<file path="config.mk">
export PLATFORM = sky130hd
export DESIGN_NAME = dual_core_load_sampler
export DESIGN_NICKNAME = d
export VERILOG_FILES = /design/src/design/dcls_pkg.sv /design/src/design/dcls_lane.sv /design/src/design/dcls_merge.sv /design/src/design/dual_core_load_sampler.sv
export SDC_FILE = /design/constraint.sdc
export NUM_CORES = 2
export LEC_CHECK = 0
export BUFFER_PORTS_ARGS = -buffer_cell sky130_fd_sc_hd__buf_2
export CAP_MARGIN = 20
export CORE_UTILIZATION = 25
export DETAILED_ROUTE_END_ITERATION = 7
export HOLD_SLACK_MARGIN = 0.02
export PLACE_DENSITY = 0.36
export SYNTH_ARGS = -nofsm -noshare
export SYNTH_HDL_FRONTEND = slang
export SYNTH_HIERARCHICAL = 1
export SYNTH_SLANG_ARGS = --single-unit
export TNS_END_PERCENT = 20
</file>
<file path="constraint.sdc">
create_clock -name clock -period 6.75 [get_ports clock]
set_input_delay 1.0125 -clock clock [delete_from_list [all_inputs] [get_ports clock]]
set_output_delay 1.0125 -clock clock [all_outputs]
set_load 0.03 [all_outputs]
</file>
<file path="src/design/dcls_pkg.sv">
`timescale 1ns / 1ps

package dcls_pkg;

   // Defaults for the top-level parameters.
   localparam int DEF_NUM_CORES    = 2;
   localparam int DEF_COUNT_BITS   = 32;
   localparam int DEF_TASK_ID_BITS = 32;

   // Fixed widths of the ports.
   localparam int TASK_BITS      = 32;
   localparam int CFG_BITS       = 32;
   localparam int LOAD_BITS      = 14;
   localparam int CSR_INDEX_BITS = 2;

   // Number of core lanes that the ports carry.
   localparam int LANES = 2;

   // Load scale: hundredths of a percent.
   localparam logic [LOAD_BITS-1:0] SCALE = 14'd10000;

   // Request opcodes.
   localparam logic OP_SAMPLE = 1'b0;
   localparam logic OP_REPORT = 1'b1;

   // Register indexes.
   localparam logic [CSR_INDEX_BITS-1:0] CSR_IDLE_CORE0 = 2'd0;
   localparam logic [CSR_INDEX_BITS-1:0] CSR_IDLE_CORE1 = 2'd1;
   localparam logic [CSR_INDEX_BITS-1:0] CSR_MONITOR_ID = 2'd2;

   typedef struct packed {
      logic sample;
      logic report;
      logic step;
   } lane_ctrl_type;

   typedef struct packed {
      logic [LOAD_BITS-1:0] load;
      logic                 valid;
   } lane_result_type;

endpackage

</file>
<file path="src/design/dcls_lane.sv">
`timescale 1ns / 1ps

module dcls_lane #(
   parameter int COUNT_BITS = dcls_pkg::DEF_COUNT_BITS,
   parameter int CMP_BITS   = dcls_pkg::DEF_TASK_ID_BITS
) (
   input  logic                     clock,
   input  logic                     reset,
   input  dcls_pkg::lane_ctrl_type  ctrl,
   input  logic [CMP_BITS-1:0]      task_id,
   input  logic                     present,
   input  logic [CMP_BITS-1:0]      idle_id,
   input  logic [CMP_BITS-1:0]      monitor_id,
   output dcls_pkg::lane_result_type result
);

   localparam int LOAD_BITS = dcls_pkg::LOAD_BITS;
   localparam int PROD_BITS = COUNT_BITS + LOAD_BITS;
   localparam int SHIFT     = LOAD_BITS - 1;

   logic [COUNT_BITS-1:0] busy_ff, busy_in;
   logic [COUNT_BITS-1:0] total_ff, total_in;
   logic [PROD_BITS-1:0]  rem_ff, rem_in;
   logic [PROD_BITS-1:0]  dvs_ff, dvs_in;
   logic [LOAD_BITS-1:0]  quot_ff, quot_in;
   logic                  has_ff, has_in;
   logic                  is_busy;
   logic                  fits;

   assign is_busy = (task_id != idle_id) && (task_id != monitor_id);

   // Saturating sample counters; a report clears them after its snapshot.
   always_comb begin
      busy_in  = busy_ff;
      total_in = total_ff;
      if (ctrl.report) begin
         busy_in  = '0;
         total_in = '0;
      end else if (ctrl.sample && present) begin
         if (total_ff != '1) begin
            total_in = total_ff + COUNT_BITS'(1);
         end
         if (is_busy && (busy_ff != '1)) begin
            busy_in = busy_ff + COUNT_BITS'(1);
         end
      end
   end

   // Restoring divide, one quotient bit a step, most significant first.
   assign fits = (rem_ff >= dvs_ff);

   always_comb begin
      rem_in  = rem_ff;
      dvs_in  = dvs_ff;
      quot_in = quot_ff;
      has_in  = has_ff;
      if (ctrl.report) begin
         rem_in  = PROD_BITS'(busy_ff) * PROD_BITS'(dcls_pkg::SCALE);
         dvs_in  = {1'b0, total_ff, {SHIFT{1'b0}}};
         quot_in = '0;
         has_in  = (total_ff != '0);
      end else if (ctrl.step) begin
         if (fits) begin
            rem_in = rem_ff - dvs_ff;
         end
         quot_in = {quot_ff[LOAD_BITS-2:0], fits};
         dvs_in  = dvs_ff >> 1;
      end
   end

   always_ff @(posedge clock) begin
      if (reset) begin
         busy_ff  <= '0;
         total_ff <= '0;
      end else begin
         busy_ff  <= busy_in;
         total_ff <= total_in;
      end
   end

   always_ff @(posedge clock) begin
      rem_ff  <= rem_in;
      dvs_ff  <= dvs_in;
      quot_ff <= quot_in;
      has_ff  <= has_in;
   end

   assign result.load  = quot_ff;
   assign result.valid = has_ff;

endmodule

</file>
<file path="src/design/dcls_merge.sv">
`timescale 1ns / 1ps

module dcls_merge (
   input  logic                      clock,
   input  logic                      reset,
   input  logic                      load_en,
   input  dcls_pkg::lane_result_type lane_result [dcls_pkg::LANES],
   input  logic                      rsp_stall,
   output logic                      rsp_valid,
   output logic [13:0]               rsp_load_core0,
   output logic                      rsp_valid_core0,
   output logic [13:0]               rsp_load_core1,
   output logic                      rsp_valid_core1,
   output logic                      out_free
);

   logic                            valid_ff, valid_in;
   dcls_pkg::lane_result_type       word_ff [dcls_pkg::LANES];
   dcls_pkg::lane_result_type       word_in [dcls_pkg::LANES];

   // A lane without samples reports zero; a quotient above full scale is clamped.
   always_comb begin
      for (int c = 0; c < dcls_pkg::LANES; c++) begin
         word_in[c].valid = lane_result[c].valid;
         if (!lane_result[c].valid) begin
            word_in[c].load = '0;
         end else if (lane_result[c].load > dcls_pkg::SCALE) begin
            word_in[c].load = dcls_pkg::SCALE;
         end else begin
            word_in[c].load = lane_result[c].load;
         end
      end
   end

   assign out_free = !valid_ff || !rsp_stall;
   assign valid_in = load_en || (valid_ff && rsp_stall);

   always_ff @(posedge clock) begin
      if (reset) begin
         valid_ff <= 1'b0;
      end else begin
         valid_ff <= valid_in;
      end
   end

   always_ff @(posedge clock) begin
      if (load_en) begin
         word_ff <= word_in;
      end
   end

   assign rsp_valid       = valid_ff;
   assign rsp_load_core0  = word_ff[0].load;
   assign rsp_valid_core0 = word_ff[0].valid;
   assign rsp_load_core1  = word_ff[1].load;
   assign rsp_valid_core1 = word_ff[1].valid;

endmodule

</file>
<file path="src/design/dual_core_load_sampler.sv">
`timescale 1ns / 1ps

// Channel   Direction  Handshake          Payload
// req_      in         req_valid/stall    opcode, task and present bit per core
// rsp_      out        rsp_valid/stall    load and valid flag per core
// csr_      in         csr_write          csr_index, csr_wdata (no read-back)
//
// A sample word leaves the input free; the next word is taken right after it.
// A report word snapshots and scales the counters, runs the restoring divide
// in each core lane (one quotient bit per cycle) and then loads the output
// register. The input is stalled during that time. Reset is synchronous and
// active high; it clears the counters, the configuration registers and the
// sequencer. A result word held by rsp_stall does not stop sample words; a
// following report waits at its last cycle until the output register is free.

module dual_core_load_sampler #(
   parameter int NUM_CORES    = dcls_pkg::DEF_NUM_CORES,
   parameter int COUNT_BITS   = dcls_pkg::DEF_COUNT_BITS,
   parameter int TASK_ID_BITS = dcls_pkg::DEF_TASK_ID_BITS
) (
   input  logic                                   clock,
   input  logic                                   reset,
   input  logic                                   req_valid,
   output logic                                   req_stall,
   input  logic                                   req_opcode,
   input  logic [31:0]                            req_task_core0,
   input  logic                                   req_present_core0,
   input  logic [31:0]                            req_task_core1,
   input  logic                                   req_present_core1,
   output logic                                   rsp_valid,
   input  logic                                   rsp_stall,
   output logic [13:0]                            rsp_load_core0,
   output logic                                   rsp_valid_core0,
   output logic [13:0]                            rsp_load_core1,
   output logic                                   rsp_valid_core1,
   input  logic                                   csr_write,
   input  logic [dcls_pkg::CSR_INDEX_BITS-1:0]    csr_index,
   input  logic [dcls_pkg::CFG_BITS-1:0]          csr_wdata
);

   // Task identifiers are compared in their low TASK_ID_BITS bits, and the
   // ports carry at most TASK_BITS of them.
   localparam int CMP_BITS  = (TASK_ID_BITS < dcls_pkg::TASK_BITS) ?
                              TASK_ID_BITS : dcls_pkg::TASK_BITS;
   localparam int STEP_BITS = $clog2(dcls_pkg::LOAD_BITS);

   typedef enum logic [2:0] {
      ST_IDLE = 3'b001,
      ST_DIV  = 3'b010,
      ST_OUT  = 3'b100
   } state_type;

   state_type                state_ff, state_in;
   logic [STEP_BITS-1:0]     step_ff, step_in;
   logic [CMP_BITS-1:0]      idle_ff [dcls_pkg::LANES];
   logic [CMP_BITS-1:0]      monitor_ff;
   logic                     req_take;
   logic                     out_free;
   logic                     out_load;
   dcls_pkg::lane_ctrl_type  lane_ctrl;
   logic [CMP_BITS-1:0]      task_id [dcls_pkg::LANES];
   logic                     present [dcls_pkg::LANES];
   dcls_pkg::lane_result_type lane_result [dcls_pkg::LANES];

   // Configuration registers; an index past the list writes nothing.
   always_ff @(posedge clock) begin
      if (reset) begin
         idle_ff[0] <= '0;
         idle_ff[1] <= '0;
         monitor_ff <= '0;
      end else if (csr_write) begin
         unique case (csr_index)
            dcls_pkg::CSR_IDLE_CORE0: idle_ff[0] <= csr_wdata[CMP_BITS-1:0];
            dcls_pkg::CSR_IDLE_CORE1: idle_ff[1] <= csr_wdata[CMP_BITS-1:0];
            dcls_pkg::CSR_MONITOR_ID: monitor_ff <= csr_wdata[CMP_BITS-1:0];
            default: begin
            end
         endcase
      end
   end

   // Words are taken only while the sequencer rests; a sample word finishes
   // in its acceptance cycle, a report word starts the divide.
   assign req_stall = (state_ff != ST_IDLE);
   assign req_take  = req_valid && !req_stall;
   assign out_load  = (state_ff == ST_OUT) && out_free;

   assign lane_ctrl.sample = req_take && (req_opcode == dcls_pkg::OP_SAMPLE);
   assign lane_ctrl.report = req_take && (req_opcode == dcls_pkg::OP_REPORT);
   assign lane_ctrl.step   = (state_ff == ST_DIV);

   always_comb begin
      state_in = state_ff;
      step_in  = step_ff;
      unique case (state_ff)
         ST_IDLE: begin
            if (lane_ctrl.report) begin
               state_in = ST_DIV;
               step_in  = STEP_BITS'(dcls_pkg::LOAD_BITS - 1);
            end
         end
         ST_DIV: begin
            step_in = step_ff - STEP_BITS'(1);
            if (step_ff == '0) begin
               state_in = ST_OUT;
            end
         end
         ST_OUT: begin
            if (out_free) begin
               state_in = ST_IDLE;
            end
         end
         default: begin
            state_in = ST_IDLE;
         end
      endcase
   end

   always_ff @(posedge clock) begin
      if (reset) begin
         state_ff <= ST_IDLE;
         step_ff  <= '0;
      end else begin
         state_ff <= state_in;
         step_ff  <= step_in;
      end
   end

   assign task_id[0] = req_task_core0[CMP_BITS-1:0];
   assign task_id[1] = req_task_core1[CMP_BITS-1:0];
   assign present[0] = req_present_core0;
   assign present[1] = req_present_core1;

   // One lane per core; a core beyond NUM_CORES never counts and reports
   // no samples.
   for (genvar c = 0; c < dcls_pkg::LANES; c++) begin : g_lane
      if (c < NUM_CORES) begin : g_on
         dcls_lane #(
            .COUNT_BITS (COUNT_BITS),
            .CMP_BITS   (CMP_BITS)
         ) u_lane (
            .clock      (clock),
            .reset      (reset),
            .ctrl       (lane_ctrl),
            .task_id    (task_id[c]),
            .present    (present[c]),
            .idle_id    (idle_ff[c]),
            .monitor_id (monitor_ff),
            .result     (lane_result[c])
         );
      end else begin : g_off
         assign lane_result[c] = '0;
      end
   end

   dcls_merge u_merge (
      .clock           (clock),
      .reset           (reset),
      .load_en         (out_load),
      .lane_result     (lane_result),
      .rsp_stall       (rsp_stall),
      .rsp_valid       (rsp_valid),
      .rsp_load_core0  (rsp_load_core0),
      .rsp_valid_core0 (rsp_valid_core0),
      .rsp_load_core1  (rsp_load_core1),
      .rsp_valid_core1 (rsp_valid_core1),
      .out_free        (out_free)
   );

`ifndef SYNTHESIS
   a_div_moves_on: assert property (@(posedge clock) disable iff (reset)
      (state_ff == ST_DIV) |=> (state_ff == ST_DIV) || (state_ff == ST_OUT))
      else $error("divide left toward an unexpected state");

   a_div_length: assert property (@(posedge clock) disable iff (reset)
      (state_ff == ST_DIV) && (step_ff == '0) |=> (state_ff == ST_OUT))
      else $error("divide did not end after its last step");

   a_rsp_from_out: assert property (@(posedge clock) disable iff (reset)
      $rose(rsp_valid) |-> $past(state_ff == ST_OUT))
      else $error("result word appeared without a finished report");

   a_out_loaded: assert property (@(posedge clock) disable iff (reset)
      out_load |=> rsp_valid && (state_ff == ST_IDLE))
      else $error("report result was not presented");

   a_load_range: assert property (@(posedge clock) disable iff (reset)
      rsp_valid |-> (rsp_load_core0 <= dcls_pkg::SCALE) &&
                    (rsp_load_core1 <= dcls_pkg::SCALE))
      else $error("load beyond full scale");
`endif

endmodule

</file>
Word level (Yosys, flattened, before mapping)
Memories as Yosys holds them, arrays and structs flattened. Cells that the tools add are included.

Bits of input ports: 106. Memory bits (writable): 64. Memories kept: 1. Register bits: 410. Output and inout port bits: 32. Logic and storage cells: 130.

Memory list: idle_ff (depth 2, bits a word 32, rd ports 2, clocked after Yosys merged registers in 0, wr ports 2, line dual_core_load_sampler.sv:55) `logic [CMP_BITS-1:0] idle_ff [dcls_pkg::LANES];`.

$mul: 2. Multiplexer cells: 30. Bitwise gates (word level): 5. $lt $le $gt $ge: 4. Equality and inequality tests: 17. Add/subtract/negate cells: 7. Reduce and logical (&&, ||, !) cells: 38.

Operators with widths (count): 46-bit two-way mux (6); 45-bit two-way mux (4); 32-bit by 1-bit adder with 32-bit output, second input constant (4); 32-bit inequality test (4); 32-bit inequality test, second input constant (4); 46-bit by 45-bit greater-or-equal comparator with 1-bit output (2); 46-bit by 45-bit subtractor with 46-bit output (2); 32-bit by 10-bit multiplier with 42-bit output, second input constant (2); 32-bit two-way mux (2); 32-bit nonzero test (2); 14-bit greater-than comparator, second input constant (2); 14-bit two-way mux (2); 2-bit AND reduction (10); 1-bit logical AND (11); 1-bit two-way mux (10); 3-bit two-way mux (3); 3-bit one-hot mux with 3 select lines (1); 4-bit one-hot mux with 2 select lines (1); 2-bit nonzero test (4); 2-bit OR reduction (3); 4-bit zero test (1); 4-bit two-way mux (1); 2-bit inequality test, second input constant (2); 4-bit by 1-bit subtractor with 4-bit output, second input constant (1); 13 further kinds (19).

Logic depth before layout (Yosys ltp)
Word-level depth: 6. Depth in mapped cells: 21. Mapped depth without buffers: 21.

Modules after synthesis
The synthesis kept the hierarchy.

Modules (own cells, without submodules): dcls_lane (g_lane[1].g_on.u_lane) (times used 1, cells each 1923, area an instance 16654.7 µm², sequential area each 4154.0 µm²); dcls_lane (g_lane[0].g_on.u_lane) (times used 1, cells each 1826, area an instance 16035.4 µm², sequential area each 4154.0 µm²); dual_core_load_sampler (times used 1, cells each 286, area an instance 3657.3 µm², sequential area each 2702.6 µm²); dcls_merge (times used 1, cells each 86, area an instance 1315.0 µm², sequential area each 920.9 µm²).

Worst setup path after synthesis
OpenSTA, ideal clock, no wires.

Kind: reg-to-reg. Start: register g_lane[0].g_on.u_lane.busy_ff[5]. End: register g_lane[0].g_on.u_lane.rem_ff[45], data pin. Arrival time: 5.239 ns. Library setup time: 0.257 ns. Buffers on the path: 0. Clock period less this slack: 5.496 ns. Path slack: 1.254 ns. Required time: 6.493 ns. Cell stages (with the launch flop): 20. Cell sequence: dfxtp_1 -> inv_1 -> fa_1 -> inv_1 -> ha_1 -> fa_1 -> ha_1 -> inv_1 -> fa_1 -> inv_1 -> ha_1 -> a211o_1 -> and3b_1 -> a2111oi_4 -> o221a_2 -> o21ai_1 -> a41oi_1 -> o2111ai_1 -> xor2_1 -> a32o_1.

Longest elaborated chain between the ends: 2.

Ends and longest elaborated chain: start: declaration (line dcls_lane.sv:21) `logic [COUNT_BITS-1:0] busy_ff, busy_in;`; start signal: assignment (line dcls_lane.sv:76) `busy_ff <= busy_in;`; 32-bit by 10-bit multiplier with 42-bit output (line dcls_lane.sv:58) `rem_in = PROD_BITS'(busy_ff) * PROD_BITS'(dcls_pkg::SCALE);`; 46-bit two-way mux (line dcls_lane.sv:57) `if (ctrl.report) begin`; named net g_lane[0].g_on.u_lane.rem_in[45] (line dcls_lane.sv:23) `logic [PROD_BITS-1:0] rem_ff, rem_in;`; end signal: assignment (line dcls_lane.sv:82) `rem_ff <= rem_in;`; end: declaration (line dcls_lane.sv:23).

The timed path passes the listed nets, and every way through them passes these cells. A chain may end at the register's enable or synchronous reset.

Final worst setup path
Same ends and word-level chain as after synthesis.

==> out/qor.yml <==
postSynthAreaPerCell_um2: 9.14
synth_edf_count: 244
multi_input_area_um2: 23000
crit_chain: "inv_1 -> fa_1 -> inv_1 -> ha_1 -> fa_1 -> ha_1 -> inv_1 -> fa_1 -> inv_1 -> ha_1 -> a211o_1 -> and3b_1 -> a2111oi_4 -> o221a_2 -> o21ai_1 -> a41oi_1 -> o2111ai_1 -> xor2_1 -> a32o_1"
dp_cells: 6144
drt_iter0_markers: 1294
path_delay_family: "adder cells"
slowest_stage: "a41oi_1"
internal_power_mw: 5.61
cts_root_buf: "clkbuf_16"
drc_errors: 0
final_util_pct: 28.6
final_cell_mix: "562 x inv_1, 396 x nand2_1, 389 x ha_1"
hpwlAfterDp_mm: 83.2
critPathLaunchType: "register"
power_frac_clock_pct: 48.9
die_w_um: 390
cts.sinks: 474
dieHeight_um: 390
synth_top_cell_by_area: "edfxtp_1"
powerDensity_nw_per_um2: 179
synthArstFlopShare_pct: 0
synth.distinct_cells: 102
power_switching_mw: 2.06
endpoint_kind: "register"
hold_violations: 0
placementRows: 142
cp.arrival_ns: 6.43
leakagePower_nw: 18.9
cp_max_fo: 6
antenna_found_initial: 6
routedWlPerCell_um: 17.4
grt_overflow: 0
p_comb_share_pct: 9.9
post_cts_resized: 0
ant_nets: 0
clock_latency_ns: 0.67
setup_viol: 0
rsz0062_at_grt: "no"
layout_commonest_cell: "inv_1"
syn2layout_area_growth_pct: 13.6
grt_max_degree: 132
status: "complete, no violations"
final_cell_count_no_fill: 6273
seq_area_um2: 11900
ys_top_cells_by_area: "edfxtp_1 19%, ha_1 13%, dfxtp_1 12%"
io_pins: 138
portBuffers: 137
ctsHoldBuffers: 0
fmax_ghz: 0.165
dr.pass1.iters: 5
pwr-share-seq_pct: 41.2
yosysTopAreaCellShare_pct: 19.5
path_common_cell: "inv_1"
initial_core_util_pct: 25.2
synth_seq_cells: 474
cts_tree: "yes"
syn_inst: 4121
core_area_um2: 150000
gp_congestion: 0.794
hold_path.class: "register to register"
fin_worst_skew_ns: 0.0359
post-route-period-util_pct: 89.6
numCtsBuffers: 69
die_area_um2: 152000
syn_area_um2: 37700
wirelength_mm: 109
crit_required_ns: 7.13
fin_area_um2: 42800
viasPerCell: 4.47
yosys_warnings: 6
slew_viol_final: 0
fin_setup_tns_ns: 0
cp_num_buf_inv: 4
synth_flop_cell: "edfxtp_1"
clk_pin_slew_ns: 0.06
grt.total_usage_pct: 14.4
cts.path.max_buffers: 3
num_vias: 28100
grt_pass1_vias: 29100
cts_max_level: 3
finalCriticalPeriod_ns: 6.05
synth_nets: 4784
grt_pass1_wl_mm: 173
pre_cts_ws_ns: 0.677
p_sw_share_pct: 26.8
maxSlewHeadroom_pct: 38.8
maxCapViolCount: 0
tightest_slew_ns: 0.916
yosysSeqAreaShare_pct: 31.7
ir_drop_mv: 0.151
cp_slowest_stage_delay_ns: 0.57
nets: 4862
critical_path_class: "register to register"
placed_area_um2: 40500
post_cts.repair.setup_buffers: 0
drive_gt1_share_pct: 7.73
final.setup.worst_slack_ns: 0.704
fillers: 16200
==> worst reg2reg max path: stages, from the launching register on <==
cell,delay [ns]
dfxtp_1,0.44
inv_1,0.18
fa_1,0.55
inv_1,0.04
ha_1,0.29
fa_1,0.48
ha_1,0.29
inv_1,0.05
fa_1,0.50
inv_1,0.04
ha_1,0.33
a211o_1,0.32
and3b_1,0.20
a2111oi_4,0.45
o221a_2,0.30
o21ai_1,0.13
a41oi_1,0.57
o2111ai_1,0.22
xor2_1,0.19
a32o_1,0.21
==> stage by stage <==
step	total power, mW	hold slack, ns
after global placement	3.99	0.449
after global routing	8.01	0.487
after CTS	7.85	0.462
after floorplan	3.71	0.436
final	7.67	0.463
after detailed placement	3.98	0.455
==> path summary, 6_finish.rpt <==
check / startpoint / end / slack [ns] / depth (start not counted)
min reg2reg: g_lane[1].g_on.u_lane/rem_ff[2]$_SDFFE_PP0P_ / g_lane[1].g_on.u_lane/rem_ff[2]$_SDFFE_PP0P_ / 0.46 / 2
max: g_lane[0].g_on.u_lane/busy_ff[5]$_SDFFE_PP0P_ / g_lane[0].g_on.u_lane/rem_ff[45]$_DFFE_PP_ / 0.70 / 19
min: g_lane[1].g_on.u_lane/rem_ff[2]$_SDFFE_PP0P_ / g_lane[1].g_on.u_lane/rem_ff[2]$_SDFFE_PP0P_ / 0.46 / 2
max reg2reg: g_lane[0].g_on.u_lane/busy_ff[5]$_SDFFE_PP0P_ / g_lane[0].g_on.u_lane/rem_ff[45]$_DFFE_PP_ / 0.70 / 19
==> sequential cells by signal, indices dropped and copies added, names as in the netlist, 2 cells and up <==
register and flops:
state_ff 3, g_lane.g_on.u_lane/has_ff 2, monitor_ff 32, idle_ff 64, g_lane.g_on.u_lane/dvs_ff 90, u_merge/rsp_load_core0 14, step_ff 4, g_lane.g_on.u_lane/busy_ff 64
g_lane.g_on.u_lane/total_ff 64, u_merge/rsp_load_core1 14, g_lane.g_on.u_lane/rem_ff 92, g_lane.g_on.u_lane/quot_ff 28
==> synthesized netlist by cell type, types with 61 or more instances <==
master,instances
xor2_1,141
nand3_1,82
nor2_1,264
ha_1,389
nand2_1,398
a21oi_1,226
mux2i_1,61
fa_1,168
edfxtp_1,244
a21o_1,84
clkbuf_1,113
o21ai_0,165
xnor2_1,235
dfxtp_1,230
inv_1,562
nand4_1,99
==> layout make-up <==
type	count	share of cell area, %
Multi-Input combinational cell	2931	53.8
Sequential cell	474	27.9
Tap cell	2016	5.90
Inverter	563	4.96
Clock buffer	97	4.59
Timing Repair Buffer	160	2.07
Clock inverter	30	0.781
Antenna cell	2	0.0117
==> logic make-up after synthesis <==
logic type | Yosys count | synth area share, %
AO/OA/AOI/OAI | 780 | 13.6
buffers and inverters | 716 | 7.37
XOR/XNOR | 376 | 8.74
multiplexers | 63 | 1.68
flip-flops | 474 | 31.7
adder cells (fa/ha/maj) | 557 | 21.9
AND/OR/NAND/NOR | 1155 | 15.0
==> metal layers <==
metal / vias up / global-route usage (%) / share of wire, %
met5: - / 0 / 0.047
li1: 14300 / - / -
met2: 337 / 23.1 / 45
met3: 115 / 2.31 / 3.1
met4: 8 / 3.10 / 1.8
met1: 13300 / 20.3 / 50
==> power groups by stage <==
stage	registers (mW)	logic, mW	clock network [mW]
2_1_floorplan	3.20	0.512	0
3_3_place_gp	3.22	0.772	0
3_5_place_dp	3.22	0.766	0
4_1_cts	3.16	0.771	3.92
5_1_grt	3.16	0.841	4.01
6_report	3.16	0.759	3.75
Power figures use the tool's default switching activity.
